[config.mk]
export PLATFORM = sky130hd
export DESIGN_NAME = arcsin_series_evaluator
export DESIGN_NICKNAME = d
export VERILOG_FILES = /design/src/rtl/asin_pkg.sv /design/src/rtl/asin_alu.sv /design/src/rtl/arcsin_series_evaluator.sv
export SDC_FILE = /design/constraint.sdc
export NUM_CORES = 1
export LEC_CHECK = 0
export ABC_CLOCK_PERIOD_IN_PS = 9550
export BUFFER_PORTS_ARGS = -buffer_cell sky130_fd_sc_hd__buf_2
export CORE_ASPECT_RATIO = 0.7
export CORE_UTILIZATION = 25
export CTS_CLUSTER_DIAMETER = 120
export DETAILED_ROUTE_END_ITERATION = 8
export PLACE_DENSITY = 0.38
export SLEW_MARGIN = 20
export SYNTH_ARGS = -nofsm -noshare
export SYNTH_HDL_FRONTEND = slang
export SYNTH_HIERARCHICAL = 1
export SYNTH_SLANG_ARGS = --single-unit
export TNS_END_PERCENT = 50
[constraint.sdc]
create_clock -name clk -period 9.55 [get_ports clk]
set_input_delay 0.4775 -clock clk [delete_from_list [all_inputs] [get_ports clk]]
set_output_delay 0.4775 -clock clk [all_outputs]
set_load 0.05 [all_outputs]
[src/rtl/asin_pkg.sv]
// ----------------------------------------------------------------------------
// asin_pkg
// Shared types and codes for the arcsin series evaluator: sequencer states,
// arithmetic unit opcodes and request struct, status codes, register map.
// ----------------------------------------------------------------------------
package asin_pkg;

    typedef enum logic [2:0] {
        S_IDLE,
        S_SQR,
        S_MULX,
        S_MULK,
        S_DIVK,
        S_DIVT,
        S_ACC,
        S_EMIT
    } state_t;

    typedef enum logic {
        ALU_MUL,
        ALU_DIV
    } alu_op_t;

    typedef struct packed {
        logic    start;
        alu_op_t op;
    } alu_req_t;

    localparam logic [1:0] ST_OK     = 2'd0;
    localparam logic [1:0] ST_REJECT = 2'd1;
    localparam logic [1:0] ST_LIMIT  = 2'd2;

    localparam int          ADDR_W      = 2;
    localparam logic [1:0]  REG_EPSILON = 2'd0;
    localparam logic [23:0] EPS_RESET   = 24'd256;

endpackage

[src/rtl/asin_alu.sv]
// ----------------------------------------------------------------------------
// asin_alu
// Shared bit-serial arithmetic unit: msb-first shift-add multiply and
// restoring divide, one bit per cycle, for a programmable number of steps.
// ----------------------------------------------------------------------------
module asin_alu #(
    parameter int  W  = 24,
    parameter int  KW = 8,
    localparam int CW = $clog2(W + 1),
    localparam int PW = 2 * W
) (
    input  logic               clk,
    input  logic               rst_n,
    input  asin_pkg::alu_req_t req,
    input  logic [W-1:0]       opa,
    input  logic [W-1:0]       opb,
    input  logic [KW-1:0]      rem_init,
    input  logic [KW-1:0]      dvs,
    input  logic [CW-1:0]      count,
    output logic               done,
    output logic [PW-1:0]      acc,
    output logic [W-1:0]       sh
);

    asin_pkg::alu_op_t op_reg, op_next;
    logic              run_reg, run_next;
    logic              done_reg, done_next;
    logic [CW-1:0]     cnt_reg, cnt_next;
    logic [CW-1:0]     cmax_reg, cmax_next;
    logic [W-1:0]      opa_reg, opa_next;
    logic [KW-1:0]     dvs_reg, dvs_next;
    logic [PW-1:0]     acc_reg, acc_next;
    logic [W-1:0]      sh_reg, sh_next;
    logic [KW:0]       trial;
    logic [KW:0]       diff;

    assign trial = {acc_reg[KW-1:0], sh_reg[W-1]};
    assign diff  = trial - {1'b0, dvs_reg};

    always_comb
    begin
        op_next   = op_reg;
        run_next  = run_reg;
        done_next = 1'b0;
        cnt_next  = cnt_reg;
        cmax_next = cmax_reg;
        opa_next  = opa_reg;
        dvs_next  = dvs_reg;
        acc_next  = acc_reg;
        sh_next   = sh_reg;
        if (req.start)
        begin
            op_next   = req.op;
            run_next  = 1'b1;
            cnt_next  = '0;
            cmax_next = count;
            opa_next  = opa;
            dvs_next  = dvs;
            sh_next   = opb;
            acc_next  = (req.op == asin_pkg::ALU_MUL) ? '0 : PW'(rem_init);
        end
        else if (run_reg)
        begin
            unique case (op_reg)
                asin_pkg::ALU_MUL:
                begin
                    acc_next = (acc_reg << 1) + (sh_reg[W-1] ? PW'(opa_reg) : '0);
                    sh_next  = sh_reg << 1;
                end
                asin_pkg::ALU_DIV:
                begin
                    // restoring step: quotient bit enters at the lsb
                    if (!diff[KW])
                    begin
                        acc_next = PW'(diff[KW-1:0]);
                        sh_next  = {sh_reg[W-2:0], 1'b1};
                    end
                    else
                    begin
                        acc_next = PW'(trial[KW-1:0]);
                        sh_next  = {sh_reg[W-2:0], 1'b0};
                    end
                end
            endcase
            cnt_next = CW'(cnt_reg + 1'b1);
            if (CW'(cnt_reg + 1'b1) == cmax_reg)
            begin
                run_next  = 1'b0;
                done_next = 1'b1;
            end
        end
    end

    always_ff @(posedge clk or negedge rst_n)
    begin
        if (!rst_n)
        begin
            run_reg  <= 1'b0;
            done_reg <= 1'b0;
            op_reg   <= asin_pkg::ALU_MUL;
            cnt_reg  <= '0;
            cmax_reg <= '0;
        end
        else
        begin
            run_reg  <= run_next;
            done_reg <= done_next;
            op_reg   <= op_next;
            cnt_reg  <= cnt_next;
            cmax_reg <= cmax_next;
        end
    end

    always_ff @(posedge clk)
    begin
        opa_reg <= opa_next;
        dvs_reg <= dvs_next;
        acc_reg <= acc_next;
        sh_reg  <= sh_next;
    end

    assign done = done_reg;
    assign acc  = acc_reg;
    assign sh   = sh_reg;

    a_done_ends_run: assert property (@(posedge clk) disable iff (!rst_n)
        done_reg |-> !run_reg)
        else $error("alu done while still running");

endmodule

[src/rtl/arcsin_series_evaluator.sv]
// ----------------------------------------------------------------------------
// arcsin_series_evaluator
// Each request squares |x|, then runs MULX, MULK, DIVK, DIVT and ACC once per series
// term until epsilon or the term limit stops it, then EMIT; KW = clog2(2*MAX_TERMS+2).
// Throughput: one request at a time; the shared bit-serial mul/div unit sets it.
// Rejected arguments return in the cycle after the request. Results cannot stall.
// Reset clears the sequencer and sets epsilon to 256.
// ----------------------------------------------------------------------------
module arcsin_series_evaluator #(
    parameter int MAX_TERMS = 64,
    parameter int FRAC_BITS = 24
) (
    input  logic                        clk,
    input  logic                        rst_n,
    input  logic                        start,
    output logic                        busy,
    input  logic signed [23:0]          x_value,
    output logic                        done,
    output logic signed [25:0]          arcsin_value,
    output logic [6:0]                  terms_used,
    output logic [1:0]                  status,
    input  logic                        psel,
    input  logic                        penable,
    input  logic                        pwrite,
    input  logic [asin_pkg::ADDR_W-1:0] paddr,
    input  logic [31:0]                 pwdata,
    output logic [31:0]                 prdata,
    output logic                        pready
);

    localparam int W   = FRAC_BITS;
    localparam int KW  = $clog2(2 * MAX_TERMS + 2);
    localparam int KCW = $clog2(MAX_TERMS + 1);
    localparam int CW  = $clog2(W + 1);

    asin_pkg::state_t   state_reg, state_next;
    logic               run_reg, run_next;
    logic [23:0]        eps_reg, eps_next;
    logic [KCW-1:0]     k_reg, k_next;
    logic [W-1:0]       q_reg, q_next;
    logic [W-1:0]       x2_reg, x2_next;
    logic [W-1:0]       t_reg, t_next;
    logic [W:0]         sum_reg, sum_next;
    logic               neg_reg, neg_next;
    logic signed [25:0] res_reg, res_next;
    logic [6:0]         terms_reg, terms_next;
    logic [1:0]         status_reg, status_next;

    asin_pkg::alu_req_t alu_req;
    logic [W-1:0]       alu_opa, alu_opb;
    logic [KW-1:0]      alu_rem, alu_dvs;
    logic [CW-1:0]      alu_count;
    logic               alu_done;
    logic [2*W-1:0]     alu_acc;
    logic [W-1:0]       alu_sh;

    logic               accept;
    logic               cfg_write;
    logic [23:0]        mag24;
    logic               reject;
    logic [W-1:0]       a_mag;
    logic [W-1:0]       e_mag;
    logic [W:0]         sum_acc;
    logic [24:0]        sum_q24;
    logic               is_op_state;
    logic               stop_ok;
    logic               stop_limit;
    logic [KW-1:0]      even_k, odd_lo, odd_hi;

    assign accept    = start && !busy;
    assign busy      = (state_reg != asin_pkg::S_IDLE);
    assign done      = (state_reg == asin_pkg::S_EMIT);
    assign cfg_write = psel && penable && pwrite && pready;
    assign pready    = 1'b1;
    assign prdata    = (paddr == asin_pkg::REG_EPSILON) ? {8'd0, eps_reg} : 32'd0;

    assign mag24  = x_value[23] ? 24'(-x_value) : 24'(x_value);
    assign reject = mag24[23] || (eps_reg == 24'd0);

    // move |x| from q.23 and epsilon from q0.24 into the internal scale
    generate
        if (W >= 23)
        begin : g_a_up
            assign a_mag = W'(mag24[22:0]) << (W - 23);
        end
        else
        begin : g_a_dn
            assign a_mag = W'(mag24[22:0] >> (23 - W));
        end
        if (W >= 24)
        begin : g_e_up
            assign e_mag = W'(eps_reg) << (W - 24);
        end
        else
        begin : g_e_dn
            assign e_mag = W'(eps_reg >> (24 - W));
        end
        if (W >= 24)
        begin : g_s_dn
            assign sum_q24 = 25'(sum_acc >> (W - 24));
        end
        else
        begin : g_s_up
            assign sum_q24 = 25'(sum_acc) << (24 - W);
        end
    endgenerate

    assign sum_acc    = sum_reg + (W + 1)'(t_reg);
    assign even_k     = KW'({k_reg, 1'b0});
    assign odd_lo     = even_k - KW'(1);
    assign odd_hi     = even_k + KW'(1);
    assign stop_ok    = (t_reg <= e_mag);
    assign stop_limit = (k_reg == KCW'(MAX_TERMS));

    assign is_op_state = (state_reg == asin_pkg::S_SQR)  || (state_reg == asin_pkg::S_MULX)
                      || (state_reg == asin_pkg::S_MULK) || (state_reg == asin_pkg::S_DIVK)
                      || (state_reg == asin_pkg::S_DIVT);

    // next state
    always_comb
    begin
        state_next = state_reg;
        unique case (state_reg)
            asin_pkg::S_IDLE:
                if (accept)
                    state_next = reject ? asin_pkg::S_EMIT : asin_pkg::S_SQR;
            asin_pkg::S_SQR:
                if (alu_done)
                    state_next = asin_pkg::S_MULX;
            asin_pkg::S_MULX:
                if (alu_done)
                    state_next = asin_pkg::S_MULK;
            asin_pkg::S_MULK:
                if (alu_done)
                    state_next = asin_pkg::S_DIVK;
            asin_pkg::S_DIVK:
                if (alu_done)
                    state_next = asin_pkg::S_DIVT;
            asin_pkg::S_DIVT:
                if (alu_done)
                    state_next = asin_pkg::S_ACC;
            asin_pkg::S_ACC:
                state_next = (stop_ok || stop_limit) ? asin_pkg::S_EMIT : asin_pkg::S_MULX;
            asin_pkg::S_EMIT:
                state_next = asin_pkg::S_IDLE;
        endcase
    end

    // unit launch and operand select
    always_comb
    begin
        alu_req.start = is_op_state && !run_reg;
        alu_req.op    = asin_pkg::ALU_MUL;
        alu_opa       = q_reg;
        alu_opb       = q_reg;
        alu_rem       = '0;
        alu_dvs       = odd_hi;
        alu_count     = CW'(W);
        unique case (state_reg)
            asin_pkg::S_SQR:
            begin
                alu_opb = q_reg;
            end
            asin_pkg::S_MULX:
            begin
                alu_opb = x2_reg;
            end
            asin_pkg::S_MULK:
            begin
                // multiplier left-aligned so only its KW bits are stepped
                alu_opb   = W'(odd_lo) << (W - KW);
                alu_count = CW'(KW);
            end
            asin_pkg::S_DIVK:
            begin
                alu_req.op = asin_pkg::ALU_DIV;
                alu_rem    = alu_acc[W+KW-1:W];
                alu_opb    = alu_acc[W-1:0];
                alu_dvs    = even_k;
            end
            asin_pkg::S_DIVT:
            begin
                alu_req.op = asin_pkg::ALU_DIV;
                alu_opb    = q_reg;
                alu_dvs    = odd_hi;
            end
            asin_pkg::S_IDLE, asin_pkg::S_ACC, asin_pkg::S_EMIT:
            begin
                alu_opb = q_reg;
            end
        endcase
    end

    // datapath
    always_comb
    begin
        run_next    = run_reg;
        eps_next    = eps_reg;
        k_next      = k_reg;
        q_next      = q_reg;
        x2_next     = x2_reg;
        t_next      = t_reg;
        sum_next    = sum_reg;
        neg_next    = neg_reg;
        res_next    = res_reg;
        terms_next  = terms_reg;
        status_next = status_reg;

        if (alu_req.start)
            run_next = 1'b1;
        else if (alu_done)
            run_next = 1'b0;

        if (cfg_write && (paddr == asin_pkg::REG_EPSILON))
            eps_next = pwdata[23:0];

        unique case (state_reg)
            asin_pkg::S_IDLE:
                if (accept)
                begin
                    if (reject)
                    begin
                        res_next    = '0;
                        terms_next  = '0;
                        status_next = asin_pkg::ST_REJECT;
                    end
                    else
                    begin
                        q_next   = a_mag;
                        sum_next = (W + 1)'(a_mag);
                        neg_next = x_value[23];
                        k_next   = KCW'(1);
                    end
                end
            asin_pkg::S_SQR:
                if (alu_done)
                    x2_next = alu_acc[2*W-1:W];
            asin_pkg::S_MULX:
                if (alu_done)
                    q_next = alu_acc[2*W-1:W];
            asin_pkg::S_DIVK:
                if (alu_done)
                    q_next = alu_sh;
            asin_pkg::S_DIVT:
                if (alu_done)
                    t_next = alu_sh;
            asin_pkg::S_ACC:
            begin
                sum_next   = sum_acc;
                terms_next = (32'(k_reg) > 127) ? 7'd127 : 7'(k_reg);
                res_next   = neg_reg ? -$signed(26'(sum_q24)) : $signed(26'(sum_q24));
                if (stop_ok)
                    status_next = asin_pkg::ST_OK;
                else if (stop_limit)
                    status_next = asin_pkg::ST_LIMIT;
                else
                    k_next = KCW'(k_reg + 1'b1);
            end
            asin_pkg::S_MULK, asin_pkg::S_EMIT:
            begin
                k_next = k_reg;
            end
        endcase
    end

    always_ff @(posedge clk or negedge rst_n)
    begin
        if (!rst_n)
        begin
            state_reg <= asin_pkg::S_IDLE;
            run_reg   <= 1'b0;
            eps_reg   <= asin_pkg::EPS_RESET;
        end
        else
        begin
            state_reg <= state_next;
            run_reg   <= run_next;
            eps_reg   <= eps_next;
        end
    end

    always_ff @(posedge clk)
    begin
        k_reg      <= k_next;
        q_reg      <= q_next;
        x2_reg     <= x2_next;
        t_reg      <= t_next;
        sum_reg    <= sum_next;
        neg_reg    <= neg_next;
        res_reg    <= res_next;
        terms_reg  <= terms_next;
        status_reg <= status_next;
    end

    asin_alu #(
        .W  (W),
        .KW (KW)
    ) u_alu (
        .clk      (clk),
        .rst_n    (rst_n),
        .req      (alu_req),
        .opa      (alu_opa),
        .opb      (alu_opb),
        .rem_init (alu_rem),
        .dvs      (alu_dvs),
        .count    (alu_count),
        .done     (alu_done),
        .acc      (alu_acc),
        .sh       (alu_sh)
    );

    assign arcsin_value = res_reg;
    assign terms_used   = terms_reg;
    assign status       = status_reg;

    a_accept_busy: assert property (@(posedge clk) disable iff (!rst_n)
        accept |=> busy)
        else $error("request accepted but block not busy");

    a_done_idle: assert property (@(posedge clk) disable iff (!rst_n)
        done |=> !busy)
        else $error("block still busy after result");

    a_reject_zero: assert property (@(posedge clk) disable iff (!rst_n)
        (done && (status == asin_pkg::ST_REJECT)) |-> ((arcsin_value == 26'sd0)
        && (terms_used == 7'd0)))
        else $error("rejected request with nonzero result");

    a_terms_nonzero: assert property (@(posedge clk) disable iff (!rst_n)
        (done && (status != asin_pkg::ST_REJECT)) |-> (terms_used != 7'd0))
        else $error("accepted argument reported no terms");

    a_alu_launched: assert property (@(posedge clk) disable iff (!rst_n)
        alu_done |-> run_reg)
        else $error("unit finished an operation that was never launched");

endmodule

==> flow_summary.yaml <==
min_path:
  holdCritPathClass: "input pin to flop"
timing:
  final_period_minus_worst_setup_slack_ns: 4.84
  post-route-period-util: 0.507
  maxClockFrequency_mhz: 207
  report.final.setup_viol: 0
  setup_total_neg_slack_ns: 0
  final-max-slew-violation-count: 0
  worst_clock_skew_ns: 0.0165
  hold_ws_ns: 0.0924
  grt_setup_unrepaired: "no"
  timing_worst_slew_pin_value_ns: 1.14
  worst_relative_slew_slack: 0.241
  finalHoldViolations: 0
clock_network:
  clock-root-buffer: "sky130_fd_sc_hd__clkbuf_16"
  clock_slew_at_reported_path_ffs_ns: 0.06
  htree_depth: 1
  clkSinkCount: 285
  worstSkewPairLatency_ns: 0.59
  cts.path.max_buffers: 3
  cts_made_buffers: 31
  tritoncts: "built"
floorplanning:
  num_rows: 79
  design.core.area_um2: 66500
  starting_density_of_the_core: 0.253
  die-width_um: 312
  ios: 134
  design.die.area_um2: 68400
  chipHeight_um: 219
placed_design:
  io_buffers: 116
  place_hpwl_um: 43000
  dp_cells: 2553
  placement.cell_area_um2: 18400
  globalplace.congestion: 0.836
global_routing:
  grt_antenna_before_repair: 9
  grt_max_degree: 71
  grt_first_pass_wirelength_um: 81900
  grt_util_all_layers: 0.159
  grt.overflow.total: 0
  first_global_vias: 12000
synthesis:
  synthDistinctLibCells: 82
  synthTopCellsByArea: "sky130_fd_sc_hd__edfxtp_1, sky130_fd_sc_hd__ha_1, sky130_fd_sc_hd__dfrtp_1"
  ys.warnings.count: 6
  synth_edf_count: 244
  syn_area_per_cell_um2: 10.5
  synth_ff_type: "sky130_fd_sc_hd__edfxtp_1"
  synth_top_cell_by_area: "sky130_fd_sc_hd__edfxtp_1"
  syn-instance-count: 1599
  synth-seq-area-share: 0.496
  async_reset_ff_frac: 0.144
  ys_ff_latch: 285
  synth_area_um2: 16800
  synth_top_area_share: 0.435
setup_path:
  critPathRequiredTime_ns: 9.85
  timing.critical_path.to_type: "flop"
  critical_path_peak_fanout: 55
  cp-start-kind: "flop"
  slowest_delay_ns: 0.89
  critical_path.cell_chain: "inv_1, ha_1, and2_2, buf_4, or2_2, buf_4, nor3_1, nor2_4, buf_4, or2_2, o221ai_1"
  cp.arrival_ns: 5.14
  timing.critical_path.slowest_stage_cell: "sky130_fd_sc_hd__or2_2"
  reg2reg_slack_ns: 4.71
  critical_path_class: "flop to flop"
  cell_type_with_the_highest_occurrence_count_on_the_critical_path: "sky130_fd_sc_hd__buf_4"
pwr:
  irDropWorstVdd_v: 0.000170
  power_density_nw_per_um2: 339
  power_w: 0.00662
  leakagePower_nw: 7.43
final_layout:
  nNetsFinal: 1852
  stdcell_count: 2614
  final_layout_size_suffix_gt1_frac: 0.148
  postLayoutCellArea_um2: 19500
  largest_register_ff_count: 48
  layout_area_overhead_pct: 15.9
drt:
  via_cell_ratio: 4.89
  detailedRoute.firstPassIterationCount: 6
  detailroute.via_count: 12800
  routed_wl_um: 55800
  final_antenna_violating_net_count: 0
  drtIter0Drc: 1130
  drc: 0
  drt-wirelength-per-cell_um: 21.4
run_status:
  run_status: "complete, no violations"
job:
  max-cap-violations: 0
layout make-up:
cell class	instances	area (µm²)
fillers	6873	47000
flip-flops and latches	285	8350
multi-input cells	1159	7880
well taps	891	1110
clock buffers	39	866
repair buffers	133	713
inverters	86	323
clock inverters	19	269
diodes	2	5.00
repair_timing:
item | 4_1_cts | 5_1_grt
hold endpoints to repair | 0 | 40
gates resized for setup | 0 | 0
setup endpoints to repair | 0 | 0
hold buffers | 0 | 1
buffers inserted | 0 | 0
worst paths after layout:
check                                  start  depth (start not counted)          endpoint
worst max-delay path            state_reg[1]                         11      u_alu/acc[5]
min in group asynchronous              rst_n                          2  u_alu/cnt_reg[2]
max in group asynchronous              rst_n                          2          e_mag[2]
worst min register to register    alu_opa[0]                          0  u_alu/opa_reg[0]
worst max register to register  state_reg[1]                         11      u_alu/acc[5]
worst min-delay path              pwdata[13]                          3         e_mag[13]
kinds of logic after synthesis:
kind of cell    share of synthesized area
fa+ha+maj                          0.0697
simple gates                        0.147
compound gates                      0.156
xor+xnor                           0.0592
flops                               0.496
mux                                0.0303
buf+inv                            0.0415
other cells                      0.000446
cell usage in the layout, fill, tap and decap left out, types with 39 or more instances in the layout:
cell type,count
sky130_fd_sc_hd__xnor2_1,50
sky130_fd_sc_hd__ha_1,89
sky130_fd_sc_hd__xor2_1,62
sky130_fd_sc_hd__nor3_1,48
sky130_fd_sc_hd__nor2_1,137
sky130_fd_sc_hd__inv_1,83
sky130_fd_sc_hd__edfxtp_1,244
sky130_fd_sc_hd__a21oi_1,86
sky130_fd_sc_hd__dfrtp_1,40
sky130_fd_sc_hd__buf_2,115
sky130_fd_sc_hd__o21ai_0,100
sky130_fd_sc_hd__and2_1,39
sky130_fd_sc_hd__nand2_1,111
per-stage QoR:
stage | utilization | setup WS, ns
after floorplan | - | 3.90
after global placement | 0.276 | 4.68
after detailed placement | 0.276 | 4.62
after CTS | 0.293 | 4.62
after global routing | 0.293 | 4.33
final | 0.293 | 4.71
cells in the mapped netlist, types with 6 or more instances:
cell	instances
sky130_fd_sc_hd__mux2i_1	15
sky130_fd_sc_hd__or3_1	16
sky130_fd_sc_hd__a21o_1	25
sky130_fd_sc_hd__nand3_1	22
sky130_fd_sc_hd__a31oi_1	10
sky130_fd_sc_hd__buf_1	8
sky130_fd_sc_hd__a22oi_1	29
sky130_fd_sc_hd__and4_1	6
sky130_fd_sc_hd__o41ai_1	7
sky130_fd_sc_hd__inv_1	84
sky130_fd_sc_hd__and3_1	31
sky130_fd_sc_hd__a21oi_1	87
sky130_fd_sc_hd__o211ai_1	9
sky130_fd_sc_hd__edfxtp_1	244
sky130_fd_sc_hd__ha_1	89
sky130_fd_sc_hd__nand4_1	16
sky130_fd_sc_hd__and2_1	40
sky130_fd_sc_hd__dfrtp_1	40
sky130_fd_sc_hd__nor3_1	49
sky130_fd_sc_hd__o21a_1	16
sky130_fd_sc_hd__nor2b_1	21
sky130_fd_sc_hd__nand2b_1	12
sky130_fd_sc_hd__o21ai_0	100
sky130_fd_sc_hd__nand2_1	111
sky130_fd_sc_hd__xnor2_1	50
sky130_fd_sc_hd__a211oi_1	10
sky130_fd_sc_hd__a222oi_1	22
sky130_fd_sc_hd__buf_4	11
sky130_fd_sc_hd__buf_2	9
sky130_fd_sc_hd__nor4_1	17
sky130_fd_sc_hd__o31ai_1	12
sky130_fd_sc_hd__o21ai_1	16
sky130_fd_sc_hd__xor2_1	62
sky130_fd_sc_hd__clkbuf_1	49
sky130_fd_sc_hd__mux2_2	31
sky130_fd_sc_hd__nor2_1	139
critical path, delay by kind of cell, from the launching register on:
| family | cells | cell delay [ns] |
|---|---|---|
| adders and majority gates | 1 | 0.36 |
| buffers and inverters | 4 | 1.48 |
| and+or+nand+nor | 5 | 1.95 |
| DFF | 1 | 0.44 |
| AOI/OAI and AO/OA | 1 | 0.24 |
power breakdown:
| part | internal, W | switching (W) | leakage (nW) | total, W |
|---|---|---|---|---|
| registers | 0.00199 | 0.000379 | 2.78 | 0.00237 |
| clock network | 0.000806 | 0.000550 | 0.548 | 0.00136 |
| logic | 0.00101 | 0.00188 | 4.10 | 0.00289 |
per-layer routing:
layer  track usage  share of wire  routed length, µm
met1         0.264           0.54              30300
met2         0.208           0.38              21000
met3        0.0284          0.066               3690
met4        0.0265          0.015                835
met5             0        0.00048                 27
Note: power is estimated with default switching activity, not from simulation.
